## src/kcs_pkg.sv

```systemverilog
// Shared types and constants for the keypad contact search block.
// No dependencies; imported by every module of the block.
`timescale 1ns / 1ps

package kcs_pkg;

  // Input item kinds.
  localparam logic REQ_CHAR = 1'b0;
  localparam logic REQ_END  = 1'b1;

  // Configuration register indexes.
  localparam logic CFG_PATTERN_DIGITS = 1'b0;
  localparam logic CFG_PATTERN_LENGTH = 1'b1;

  // Character codes used by the line filter and the keypad mapping.
  localparam logic [7:0] CH_NUL   = 8'h00;
  localparam logic [7:0] CH_LF    = 8'h0A;
  localparam logic [7:0] CH_CR    = 8'h0D;
  localparam logic [7:0] CH_PLUS  = 8'h2B;
  localparam logic [7:0] CH_ZERO  = 8'h30;
  localparam logic [7:0] CH_TWO   = 8'h32;
  localparam logic [7:0] CH_NINE  = 8'h39;
  localparam logic [7:0] CH_UP_A  = 8'h41;
  localparam logic [7:0] CH_UP_Z  = 8'h5A;
  localparam logic [7:0] CH_LO_A  = 8'h61;
  localparam logic [7:0] CH_LO_Z  = 8'h7A;
  localparam logic [7:0] CASE_BIT = 8'h20;

  // Saturation value of the matched contact count.
  localparam logic [15:0] COUNT_MAX = 16'hFFFF;

  // One input item as held in the input register.
  typedef struct packed {
    logic       req_type;
    logic [7:0] char_code;
    logic       number_line;
  } kcs_item_t;

  // Classified character: cut flag and the code that goes to the matcher.
  typedef struct packed {
    logic       cut;
    logic [7:0] code;
  } kcs_char_t;

  // One result item.
  typedef struct packed {
    logic        contact_match;
    logic [15:0] match_count;
  } kcs_result_t;

endpackage

```

## src/kcs_char_class.sv

```systemverilog
// Character classification: line cut detection and keypad digit mapping.
// Depends on kcs_pkg.
`timescale 1ns / 1ps

module kcs_char_class import kcs_pkg::*; (
  input  kcs_item_t item,
  output kcs_char_t chr
);

  logic [7:0] lower;
  logic [7:0] mapped;
  logic       is_letter;

  // Fold upper case onto lower case before the keypad lookup.
  always_comb begin
    if (item.char_code >= CH_UP_A && item.char_code <= CH_UP_Z) begin
      lower = item.char_code | CASE_BIT;
    end else begin
      lower = item.char_code;
    end
    is_letter = (lower >= CH_LO_A) && (lower <= CH_LO_Z);
  end

  // Letters map to the keypad digit that carries them; others pass unchanged.
  always_comb begin
    if (!is_letter) begin
      mapped = item.char_code;
    end else if (lower <= CH_LO_A + 8'd2) begin
      mapped = CH_TWO;
    end else if (lower <= CH_LO_A + 8'd5) begin
      mapped = CH_TWO + 8'd1;
    end else if (lower <= CH_LO_A + 8'd8) begin
      mapped = CH_TWO + 8'd2;
    end else if (lower <= CH_LO_A + 8'd11) begin
      mapped = CH_TWO + 8'd3;
    end else if (lower <= CH_LO_A + 8'd14) begin
      mapped = CH_TWO + 8'd4;
    end else if (lower <= CH_LO_A + 8'd18) begin
      mapped = CH_TWO + 8'd5;
    end else if (lower <= CH_LO_A + 8'd21) begin
      mapped = CH_TWO + 8'd6;
    end else begin
      mapped = CH_NINE;
    end
  end

  // Name lines stop at a plus sign, number lines at a carriage return; both stop at a line feed or a NUL.
  always_comb begin
    if (item.number_line) begin
      chr.cut  = (item.char_code == CH_CR) || (item.char_code == CH_LF) ||
                 (item.char_code == CH_NUL);
      chr.code = item.char_code;
    end else begin
      chr.cut  = (item.char_code == CH_PLUS) || (item.char_code == CH_LF) ||
                 (item.char_code == CH_NUL);
      chr.code = mapped;
    end
  end

endmodule

```

## src/kcs_match_core.sv

```systemverilog
// Shift-and matcher state: partial match vector, line cut, hit flag and count.
// Depends on kcs_pkg; fed by kcs_char_class.
`timescale 1ns / 1ps

module kcs_match_core import kcs_pkg::*; #(
  parameter int PATTERN_MAX = 16,
  parameter int LEN_W       = 5
) (
  input  logic              clk,
  input  logic              rst,
  input  logic              fire,
  input  kcs_item_t         item,
  input  kcs_char_t         chr,
  input  logic [63:0]       pattern_digits,
  input  logic [LEN_W-1:0]  used_len,
  output kcs_result_t       result
);

  logic [PATTERN_MAX-1:0] partial_match_vector;
  logic [PATTERN_MAX-1:0] vector_next;
  logic [PATTERN_MAX-1:0] char_mask;
  logic [PATTERN_MAX-1:0] last_bit;
  logic                   line_cut;
  logic                   name_hit;
  logic [15:0]            matched_contacts;
  logic [15:0]            count_next;
  logic                   hit;

  // Per-position compare of the character against the query digits.
  always_comb begin
    for (int i = 0; i < PATTERN_MAX; i++) begin
      char_mask[i] = (LEN_W'(i) < used_len) &&
                     (pattern_digits[4*i +: 4] <= 4'd9) &&
                     (chr.code == (CH_ZERO | {4'b0, pattern_digits[4*i +: 4]}));
      last_bit[i]  = (LEN_W'(i + 1) == used_len);
    end
    vector_next = ((partial_match_vector << 1) | PATTERN_MAX'(1)) & char_mask;
  end

  // Result of an end-of-contact item, from the state before this item.
  always_comb begin
    hit = name_hit || (used_len == '0);
    if (hit && matched_contacts != COUNT_MAX) begin
      count_next = matched_contacts + 16'd1;
    end else begin
      count_next = matched_contacts;
    end
    result.contact_match = hit;
    result.match_count   = count_next;
  end

  // State update, one item per cycle on each fire.
  always_ff @(posedge clk) begin
    if (rst) begin
      partial_match_vector <= '0;
      line_cut             <= 1'b0;
      name_hit             <= 1'b0;
      matched_contacts     <= '0;
    end else if (fire) begin
      if (item.req_type == REQ_CHAR) begin
        if (!line_cut) begin
          if (chr.cut) begin
            line_cut <= 1'b1;
          end else if (used_len != '0) begin
            partial_match_vector <= vector_next;
            if ((vector_next & last_bit) != '0) begin
              name_hit <= 1'b1;
            end
          end
        end
      end else begin
        partial_match_vector <= '0;
        line_cut             <= 1'b0;
        if (item.number_line) begin
          matched_contacts <= count_next;
          name_hit         <= 1'b0;
        end
      end
    end
  end

`ifndef SYNTHESIS
  // An end item leaves a clean line state behind.
  assert property (@(posedge clk) disable iff (rst)
    fire && item.req_type == REQ_END |=> partial_match_vector == '0 && !line_cut)
    else $error("line state not cleared at end of line");

  // The contact count never goes down.
  assert property (@(posedge clk) disable iff (rst)
    !$past(rst) |-> matched_contacts >= $past(matched_contacts))
    else $error("matched contact count decreased");

  // A cut line leaves the match vector alone.
  assert property (@(posedge clk) disable iff (rst)
    fire && line_cut && item.req_type == REQ_CHAR |=> $stable(partial_match_vector))
    else $error("match vector changed on a cut line");
`endif

endmodule

```

## src/keypad_contact_search_unit.sv

```systemverilog
// Top level of the keypad contact search block: input register, config
// registers, output register. Depends on kcs_pkg, kcs_char_class, kcs_match_core.
`timescale 1ns / 1ps

// Usage:
// Contact records stream in one character item per cycle on the input channel
// (in_valid / in_stall): a name line, then a number line, each closed by an
// end-of-line item. At the end of every number line one result item leaves on
// the output channel (out_valid / out_stall) with the match flag and the
// saturating count of matched contacts. Other items give no result.
// Path: an item is held in the input register and processed there; its result
// is registered in the output register. Throughput: one item per cycle while
// no end-of-contact item waits on a stalled output, set by the single
// registered pass through the classifier and the shift-and update. The pattern
// registers are written through cfg_write / cfg_index / cfg_data while the
// block is idle, a duty of the user, not enforced by the block. Reset clears
// the match state, the count and both pattern registers; no clearing pass is
// needed. When out_stall holds a result, the input register can still drain
// items that give no result; an end-of-contact item waits and in_stall rises.

module keypad_contact_search_unit import kcs_pkg::*; #(
  parameter int PATTERN_MAX = 16
) (
  input  logic        clk,
  input  logic        rst,
  input  logic        cfg_write,
  input  logic        cfg_index,
  input  logic [63:0] cfg_data,
  input  logic        in_valid,
  output logic        in_stall,
  input  logic        req_type,
  input  logic [7:0]  char_code,
  input  logic        number_line,
  output logic        out_valid,
  input  logic        out_stall,
  output logic        contact_match,
  output logic [15:0] match_count
);

  localparam int LEN_W = $clog2(PATTERN_MAX + 1);

  logic [63:0]      pattern_digits;
  logic [4:0]       pattern_length;
  logic [LEN_W-1:0] used_len;

  kcs_item_t   s1_item;
  logic        s1_valid;
  logic        s1_produces;
  logic        s1_fire;
  logic        out_free;
  kcs_char_t   chr;
  kcs_result_t result;

  // Configuration registers.
  always_ff @(posedge clk) begin
    if (rst) begin
      pattern_digits <= '0;
      pattern_length <= '0;
    end else if (cfg_write) begin
      unique case (cfg_index)
        CFG_PATTERN_DIGITS: pattern_digits <= cfg_data;
        CFG_PATTERN_LENGTH: pattern_length <= cfg_data[4:0];
        default: ;
      endcase
    end
  end

  // A length above the vector width is taken as the full width.
  always_comb begin
    if (pattern_length > 5'(PATTERN_MAX)) begin
      used_len = LEN_W'(PATTERN_MAX);
    end else begin
      used_len = LEN_W'(pattern_length);
    end
  end

  // Flow control: only an end-of-contact item needs room at the output.
  assign out_free    = !out_valid || !out_stall;
  assign s1_produces = (s1_item.req_type == REQ_END) && s1_item.number_line;
  assign s1_fire     = s1_valid && (!s1_produces || out_free);
  assign in_stall    = s1_valid && !s1_fire;

  // Input register.
  always_ff @(posedge clk) begin
    if (rst) begin
      s1_valid <= 1'b0;
    end else if (!in_stall) begin
      s1_valid <= in_valid;
    end
  end

  always_ff @(posedge clk) begin
    if (!in_stall && in_valid) begin
      s1_item.req_type    <= req_type;
      s1_item.char_code   <= char_code;
      s1_item.number_line <= number_line;
    end
  end

  kcs_char_class u_char_class (
    .item (s1_item),
    .chr  (chr)
  );

  kcs_match_core #(
    .PATTERN_MAX (PATTERN_MAX),
    .LEN_W       (LEN_W)
  ) u_match_core (
    .clk            (clk),
    .rst            (rst),
    .fire           (s1_fire),
    .item           (s1_item),
    .chr            (chr),
    .pattern_digits (pattern_digits),
    .used_len       (used_len),
    .result         (result)
  );

  // Output register.
  always_ff @(posedge clk) begin
    if (rst) begin
      out_valid <= 1'b0;
    end else if (out_free) begin
      out_valid <= s1_fire && s1_produces;
    end
  end

  always_ff @(posedge clk) begin
    if (s1_fire && s1_produces) begin
      contact_match <= result.contact_match;
      match_count   <= result.match_count;
    end
  end

`ifndef SYNTHESIS
  // A matched contact is always counted.
  assert property (@(posedge clk) disable iff (rst)
    out_valid && contact_match |-> match_count != 16'd0)
    else $error("match reported with zero count");

  // The input side only stalls behind a held end-of-contact item.
  assert property (@(posedge clk) disable iff (rst)
    in_stall |-> s1_valid && s1_produces && out_valid && out_stall)
    else $error("input stalled without cause");

  // A taken result with nothing new behind it empties the output register.
  assert property (@(posedge clk) disable iff (rst)
    out_valid && !out_stall && !(s1_fire && s1_produces) |=> !out_valid)
    else $error("result item repeated");
`endif

endmodule
```

## config.mk

```make
export PLATFORM = sky130hd
export DESIGN_NAME = keypad_contact_search_unit
export DESIGN_NICKNAME = d
export VERILOG_FILES = /design/src/kcs_pkg.sv /design/src/kcs_char_class.sv /design/src/kcs_match_core.sv /design/src/keypad_contact_search_unit.sv
export SDC_FILE = /design/constraint.sdc
export NUM_CORES = 1
export LEC_CHECK = 0
export ABC_AREA = 1
export BUFFER_PORTS_ARGS = -buffer_cell sky130_fd_sc_hd__buf_2
export CAP_MARGIN = 20
export CORE_ASPECT_RATIO = 1.1
export CORE_MARGIN = 1
export CORE_UTILIZATION = 60
export CTS_CLUSTER_DIAMETER = 60
export DETAILED_ROUTE_END_ITERATION = 8
export PLACE_DENSITY = 0.83
export SLEW_MARGIN = 20
export SYNTH_ARGS = -nofsm -noshare
export SYNTH_HDL_FRONTEND = slang
export SYNTH_HIERARCHICAL = 1
export SYNTH_SLANG_ARGS = --single-unit
```

## constraint.sdc

```tcl
create_clock -name clk -period 4 [get_ports clk]
set_input_delay 0 -clock clk [delete_from_list [all_inputs] [get_ports clk]]
set_output_delay 0 -clock clk [all_outputs]
set_load 0.05 [all_outputs]
```

* After elaboration in Yosys (flattened, before gate mapping)
Index checks and enable logic that the tools add are counted. W data, S select, Z words.
Operators by class: add/subtract/negate cells 1, multipliers 0, div/mod/pow operators 0, magnitude comparators 44, eq/ne operators 39, shift-type cells 0, muxes and demuxes 25, bitwise logic cells 3, reduce and logical (&&, ||, !) cells 63
Operators with widths (count):
- $eq A8 B6 Y1 | 16
- $le A8 B7 Y1 const B | 9
- $le A4 B4 Y1 const B | 16
- $mux W15 | 4
- $mux W8 | 7
- $eq A4 B5 Y1 const A | 8
- $logic_and A1 B1 Y1 | 40
- $lt A4 B5 Y1 const A | 8
- $and A16 B16 Y16 | 2
- $eq A3 B5 Y1 const A | 4
- $lt A3 B5 Y1 const A | 4
- $add A16 B1 Y16 const B | 1
- $eq A8 B4 Y1 const B | 2
- $ge A8 B7 Y1 const B | 2
- $mux W16 | 1
- $ne A16 B16 Y1 const B | 1
- $reduce_bool A16 Y1 | 1
- $eq A2 B5 Y1 const A | 2
- $lt A1 B5 Y1 const A | 2
- $lt A2 B5 Y1 const A | 2
- $mux W1 | 10
- $mux W9 | 1
- $eq A8 B6 Y1 const B | 1
- $logic_not A8 Y1 | 1
- 16 further kinds | 30
Word-level totals: register bits 131, latch bits 0, RAM bits 0, bits in read-only memories 0, bits of input ports 80, output and inout port bits 19, memories kept 0

* Longest topological paths before layout
Gate-level depths: netlist of run 1.
word-level depth 23, mapped depth 31, depth with buffers taken out 28

* Cells and area by module
The synthesis of run 1 kept the hierarchy.
Modules (own cells, without submodules):
- keypad_contact_search_unit | times used 1, cells each 353, area each 3370.7 um^2, seq. area each 2232.1 um^2
- kcs_match_core | times used 1, cells each 591, area each 3347.0 um^2, seq. area each 660.6 um^2
- kcs_char_class | times used 1, cells each 93, area each 461.7 um^2, seq. area each 0.0 um^2

* Worst setup path after synthesis of run 1
Ideal clock, no wire load.
path type reg2reg, from reg s1_item[3] (netlist name), to reg u_match_core.name_hit, library setup time 0.118 ns, arrival time 2.598 ns, required time 3.882 ns, slack 1.284 ns, cell stages (with the launch flop) 26, path buffers 3, period minus slack after synthesis 2.716 ns, cells stage by stage edfxtp_1 -> buf_4 -> nor2_1 -> nor2_1 -> nand3_2 -> nand2_2 -> nand2_4 -> nand3_4 -> o21ai_2 -> nand2_2 -> nor2_2 -> nand2_1 -> o21ai_2 -> buf_2 -> inv_1 -> buf_2 -> o21ai_0 -> nor2_1 -> nand2_1 -> nor2_1 -> nand3_1 -> nand2_1 -> nor2_1 -> nand3_1 -> nand2_1 -> a21oi_1
RTL lines:
- start, declared | line keypad_contact_search_unit.sv:46 | kcs_item_t s1_item;
- end signal, assigned | line kcs_match_core.sv:57 | name_hit <= 1'b0;
- end signal, assigned | line kcs_match_core.sv:67 | name_hit <= 1'b1;
- end signal, assigned | line kcs_match_core.sv:76 | name_hit <= 1'b0;
- end, declared | line kcs_match_core.sv:24 | logic name_hit;

==> results of run 1 <==
==> kinds of logic (layout without fill, tap and decap cells) <==
kind of cell / count (synthesis) / count (layout) / synth area share (%)
adder cells (fa/ha/maj): 1 / 1 / 0.174
AND/OR/NAND/NOR: 531 / 531 / 32.2
buffers and inverters: 172 / 340 / 10.7
XOR/XNOR: 33 / 33 / 4.23
AO/OA/AOI/OAI: 169 / 169 / 12.5
flip-flops: 131 / 131 / 40.3
==> sequential cells by signal, indices dropped and copies added (netlist names) <==
signal / flops
u_match_core/partial_match_vector: 15
u_match_core/name_hit: 1
match_count: 16
pattern_digits: 64
s1_valid: 1
s1_item: 10
pattern_length: 5
contact_match: 1
u_match_core/line_cut: 1
out_valid: 1
u_match_core/matched_contacts: 16
==> per-layer routing <==
layer | up-vias | wire length, microns | track usage [%]
met5 | - | 0 | 0
met4 | 0 | 579 | 15.8
met3 | 55 | 1040 | 6.42
met2 | 238 | 10400 | 62.2
met1 | 3338 | 7860 | 36.7
li1 | 3621 | - | -
==> power by group <==
part	total [mW]	switching, mW	internal [mW]
sequential	1.47	0.0581	1.41
combinational	0.521	0.314	0.207
clock	1.46	0.571	0.892
total	3.46	0.943	2.51
==> layout make-up <==
cell class	instances	area (sq um)	share of cell area [%]
inverters	123	463	5.16
repair buffers	185	1340	15.0
flip-flops and latches	131	2890	32.3
multi-input cells	734	3520	39.3
well taps	150	188	2.09
clock inverters	7	45.0	0.502
clock buffers	25	517	5.76
==> worst max-delay path, stage by stage, from the launching register on <==
cell and delay, ps:
edfxtp_1 530, inv_1 120, nand2_2 100, nor2_2 50
nand2_1 90, nand2_2 70, nand2_4 90, nand3_4 90
o21ai_2 180, nand2_2 140, nor2_2 180, nand3_1 100
nand2_1 70, inv_1 140, inv_2 330, nor2_1 70
nor2_1 90, nand2_1 60, nor2_1 150, nand3_1 120
nand2_1 90, inv_1 40, nand2_1 50, nor2_1 40
nand3_1 70, nand2_1 50, a21oi_1 120
==> cells in the mapped netlist, drive strengths merged <==
library cell / instances / area share (%)
a21boi: 2 / 0.21
a21oi: 46 / 3.2
a311oi: 1 / 0.12
buf: 37 / 3.6
clkbuf: 12 / 0.63
dfxtp: 104 / 29
edfxtp: 27 / 11
ha: 1 / 0.17
inv: 123 / 6.4
nand2: 202 / 11
nand3: 66 / 4.9
nand4: 18 / 1.6
nor2: 224 / 13
nor3: 11 / 0.84
nor3b: 1 / 0.10
nor4: 4 / 0.35
o2111ai: 2 / 0.24
o211ai: 1 / 0.10
o21a: 1 / 0.10
o21ai: 113 / 8.0
o21bai: 1 / 0.10
o22ai: 1 / 0.087
o31ai: 1 / 0.30
or2: 5 / 0.44
xnor2: 12 / 1.5
xor2: 21 / 2.8
==> worst paths after layout <==
| check | endpoint | slack (ps) | from |
|---|---|---|---|
| min reg2reg | u_match_core/partial_match_vector[5] | 460 | u_match_core/partial_match_vector[5] |
| max | u_match_core/name_hit | 690 | s1_item[3] |
| max reg2reg | u_match_core/name_hit | 690 | s1_item[3] |
| min | u_match_core/partial_match_vector[4] | 150 | rst |
==> per-stage QoR <==
stage | hold WS, ps | instances | area, sq um
floorplan | 69.1 | 1037 | 7180
global placement | 177 | 1244 | 7610
detailed placement | 178 | 1244 | 7610
CTS | 126 | 1355 | 8970
global route | 160 | 1355 | 8970
finish | 145 | 1355 | 8970
==> flow_summary_export.csv, run 1 <==
group,metric,value,unit
sta,finalSetupTns,0,ps
floorplan,rows,41,
drt,drt_pass1_iterations,5,
setup_path,critPathLaunchType,"register",
setup_path,required,4350,ps
floorplan,core_area,0.0115,sq mm
power_and_ir_drop,peakVddDrop,0.285,mV
drt,drt-total-wl,19900,microns
final_layout,syn2layout_area_growth,24.9,%
logic_synthesis,ys_types,41,
floorplan,fp.dieH,117,microns
logic_synthesis,ys_warn_count,6,
floorplan,dieArea,0.0124,sq mm
power_and_ir_drop,power,3.46,mW
final_layout,diodes,0,
final_layout,n_fill_cell,828,
setup_path,setup.worst_path.end_class,"register",
setup_path,cp.arrival,3670,ps
min_path,hp-class,"in2reg",
global_route,grt.overflow.total,0,
clock_tree,path_clk_slew,60,ps
clock_tree,ctsHoldBuffers,79,
global_route,grt_max_degree,71,
placement,io_buffers,98,
sta,relSlewSlack,33.7,%
clock_tree,ctsResizeCount,0,
status,outcome,"completed",
clock_tree,cts_setup_buffers,0,
sta,fin_ws,686,ps
placement,place_ws,818,ps
setup_path,path_class,"reg2reg",
floorplan,fp.dieW,106,microns
clock_tree,cts_tree,"built",
global_route,grt_pass1_wl,32300,microns
clock_tree,htree_levels,4,
min_path,hold_path_depth,2,
sta,worst_clock_skew,12.3,ps
sta,rsz0062_at_grt,"false",
final_layout,drive_gt1_share,15.2,%
final_layout,fin_util,77.7,%
logic_synthesis,ys_seq_area_share,40.3,%
clock_tree,cts.sinks,131,
floorplan,io_pins,99,
logic_synthesis,ys_seq_elements,131,
final_layout,layout.nets,1273,
sta,final-max-slew-violation-count,0,
power_and_ir_drop,power_density,385,mW/mm^2
logic_synthesis,syn-cell-area,0.00718,sq mm
global_route,antenna_found_initial,0,
clock_tree,cts_buffers,17,
floorplan,start_util,62.2,%
clock_tree,clockBufferDepth,2,
final_layout,layout_common_cells,"nor2_1 (211), nand2_1 (188), inv_1 (116), dfxtp_1 (104), buf_2 (98)",
power_and_ir_drop,p_leak,3.97,nW
sta,setup_viol,0,
placement,globalplace.congestion,0.958,
global_route,grt_use_total,33.4,%
placement,dp_hpwl,12000,microns
sta,min_period_over_period,82.9,%
clock_tree,clockRootBuffer,"clkbuf_16",
setup_path,worstRegToRegCells,26,
sta,worst_pin_slew,991,ps
sta,max_freq,302,MHz
sta,hold_viol,0,
job,max-cap-violations,0,
drt,wl_per_cell,14.7,microns
logic_synthesis,syn_inst,1037,
logic_synthesis,synth_nets,1118,
sta,min_period,3310,ps
drt,viasPerCell,5.35,
setup_path,path_max_fanout,19,
clock_tree,clock_latency,430,ps
logic_synthesis,syn_area_per_cell,6.92,sq um
drt,first_iter_violations,439,
global_route,grt_pass1_vias,6956,
drt,drc_errors,0,
drt,postRouteAntennaNets,0,
drt,num_vias,7252,
final_layout,final_common_cell,"nor2_1",
No activity file was read; power rests on OpenSTA's default activity.
==> run 2, diff against run 1 <==
Settings changed: CORE_UTILIZATION 60 to 52, PLACE_DENSITY 0.83 to 0.76.
Clock period 4 ns to 2.9 ns, I/O delays scaled along.
==> run 2 against run 1 <==
The run now ends with setup timing left. Clock-buffer cell count fell by 1. Flip-flop and latch count stayed put. Maximum frequency is 8.0% higher. Largest power group unchanged.
==> flow_summary_export.csv, run 2 (synthesis gave the netlist of run 1 again) <==
group,metric,value,unit
placement,place_area,0.00785,sq mm
setup_path,cpMostUsedCell,"nand2_2",
clock_tree,cts.sinks,131,
clock_tree,path_clk_slew,60,ps
final_layout,diodes,0,
setup_path,critical_path.slowest_cell,"edfxtp_1",
setup_path,setup.worst_path.end_class,"register",
sta,worst_pin_slew,1060,ps
min_path,hold_path_depth,3,
sta,relSlewSlack,29.3,%
floorplan,fp.dieH,125,microns
setup_path,r2r_end,"u_match_core/name_hit",
sta,worst_clock_skew,9.63,ps
sta,rsz0062_at_grt,"true",
global_route,grt.overflow.total,0,
placement,globalplace.congestion,0.979,
drt,postRouteAntennaNets,0,
floorplan,start_util,53.9,%
sta,setup_viol,2,
final_layout,syn2layout_area_growth,30.4,%
setup_path,cp.arrival,3430,ps
drt,viasPerCell,5.08,
status,failed_checks,"setup timing",
floorplan,dieArea,0.0143,sq mm
floorplan,rows,44,
clock_tree,cts_tree,"built",
placement,place_ws,-39.7,ps
final_layout,largest_reg_flops,64,
clock_tree,clock_latency,430,ps
setup_path,worstRegToRegCells,24,
setup_path,path_max_fanout,6,
min_path,hp-class,"in2reg",
final_layout,final_common_cell,"nor2_1",
floorplan,core_area,0.0133,sq mm
drt,drt_pass1_iterations,5,
setup_path,reg2reg_from,"s1_item[2]",
sta,min_period,3070,ps
final_layout,regMostFlops,"pattern_digits",
sta,final-max-slew-violation-count,0,
sta,hold_viol,0,
floorplan,io_pins,99,
job,max-cap-violations,0,
clock_tree,clockBufferDepth,2,
power_and_ir_drop,power_density,507,mW/mm^2
status,outcome,"complete, but fails checks",
placement,dp_hpwl,12400,microns
min_path,holdCritStartpoint,"cfg_index",
global_route,grt_pass1_vias,6848,
setup_path,critPathLaunchType,"register",
global_route,grt_pass1_wl,32000,microns
final_layout,stdcell_count,1419,
final_layout,final_design_area_no_fill,0.00936,sq mm
clock_tree,htree_levels,4,
min_path,hold-path-endpoint,"pattern_length[2]",
final_layout,drive_gt1_share,19.5,%
placement,io_buffers,98,
power_and_ir_drop,p_leak,4.14,nW
drt,drc_errors,0,
setup_path,required,3260,ps
sta,fin_ws,-167,ps
drt,drt-total-wl,19400,microns
drt,num_vias,7212,
floorplan,fp.dieW,114,microns
clock_tree,clockRootBuffer,"clkbuf_16",
final_layout,layout_common_cells,"nor2_1 (204), nand2_1 (182), inv_1 (113), dfxtp_1 (104), buf_2 (98)",
power_and_ir_drop,power,4.75,mW
power_and_ir_drop,peakVddDrop,0.403,mV
placement,dp.cells,1299,
setup_path,max_stage_delay,450,ps
drt,first_iter_violations,507,
global_route,grt_max_degree,65,
global_route,grt_use_total,28.2,%
setup_path,r2r_setup_slack,-170,ps
final_layout,layout.nets,1303,
drt,wl_per_cell,13.7,microns
final_layout,largestRegisters,"pattern_digits: 64 flops, match_count: 16 flops, u_match_core/matched_contacts: 16 flops",
setup_path,crit_chain,"inv_2 > nor2_2 > nand2_2 > nand3_2 > nand2_2 > nand2_4 > nand3_1 > nand2_2 > a21oi_1 > nor2_2 > nand2_2 > o21ai_4 > clkinvlp_4 > buf_6 > buf_4 > nand2_2 > nand3_2 > nor2_2 > nand4_1 > nand2_1 > a21oi_1 > nand3_1 > nand2_1 > a21oi_1",
clock_tree,cts_buffers,17,
sta,max_freq,326,MHz
sta,min_period_over_period,106,%
final_layout,n_fill_cell,1103,
setup_path,path_class,"reg2reg",
global_route,antenna_found_initial,0,
==> run 2: cell count changes in the layout (fill, tap and decap cells not counted), sizes merged <==
cell | previous run | this run
clkbuf | 25 | 24
inv | 123 | 125
clkinvlp | 2 | 1
buf | 106 | 139
dlygate4sd3 | 79 | 76
==> run 2: worst max-delay path: cells and delay by family (launching register included) <==
family,cells,cell delay (ps)
buffers and inverters,4,610
and+or+nand+nor,16,1480
AOI/OAI and AO/OA,4,450
DFF,1,450
==> run 2: per-layer routing <==
metal | GRT usage, % | vias to the layer above | routed length, microns
met5 | 0 | - | 0
met4 | 11.1 | 0 | 480
met3 | 6.11 | 46 | 1000
met2 | 50.0 | 217 | 9850
met1 | 32.9 | 3272 | 8110
li1 | - | 3677 | -
==> run 2: area by class of cell <==
type,instances,area (sq um),share of cell area [%]
multi-input combinational,734,3620,38.7
sequential,131,2890,30.9
timing repair buffer,215,1620,17.3
clock buffer,24,482,5.15
inverter,123,465,4.97
tap,184,230,2.46
clock inverter,8,50.0,0.535
==> run 2: stage by stage <==
step           hold slack [ps]  TNS [ps]  util (%)
2_1_floorplan             69.1         0         -
3_3_place_gp               178         0      58.9
3_5_place_dp               178     -39.7      58.9
4_1_cts                   17.8         0      68.8
5_1_grt                   54.0      -892      70.3
6_report                  18.5      -190      70.3
==> run 2: power breakdown <==
group          switching, mW  total [mW]  internal [mW]
Clock                  0.784        1.94           1.16
Combinational          0.452       0.784          0.331
Sequential            0.0747        2.02           1.95
==> run 2: timing repair <==
| action | 4_1_cts | 5_1_grt |
|---|---|---|
| cloned | 0 | 0 |
| setup buffers | 2 | 10 |
| pin swaps | 0 | 7 |
| hold endpoints to repair | 81 | 0 |
| setup endpoints to repair | 1 | 7 |
| resized for setup | 4 | 37 |
| hold buffers | 76 | 0 |
==> run 2: worst max-delay path by stage <==
stage                           from  slack [ps]                    end
after global placement    s1_item[3]          10  u_match_core/name_hit
final                     s1_item[2]        -170  u_match_core/name_hit
after detailed placement  s1_item[2]         -40  u_match_core/name_hit
after floorplan           s1_item[3]         180  u_match_core/name_hit
after CTS                 s1_item[2]           5  u_match_core/name_hit
after global routing      s1_item[2]        -340  u_match_core/name_hit
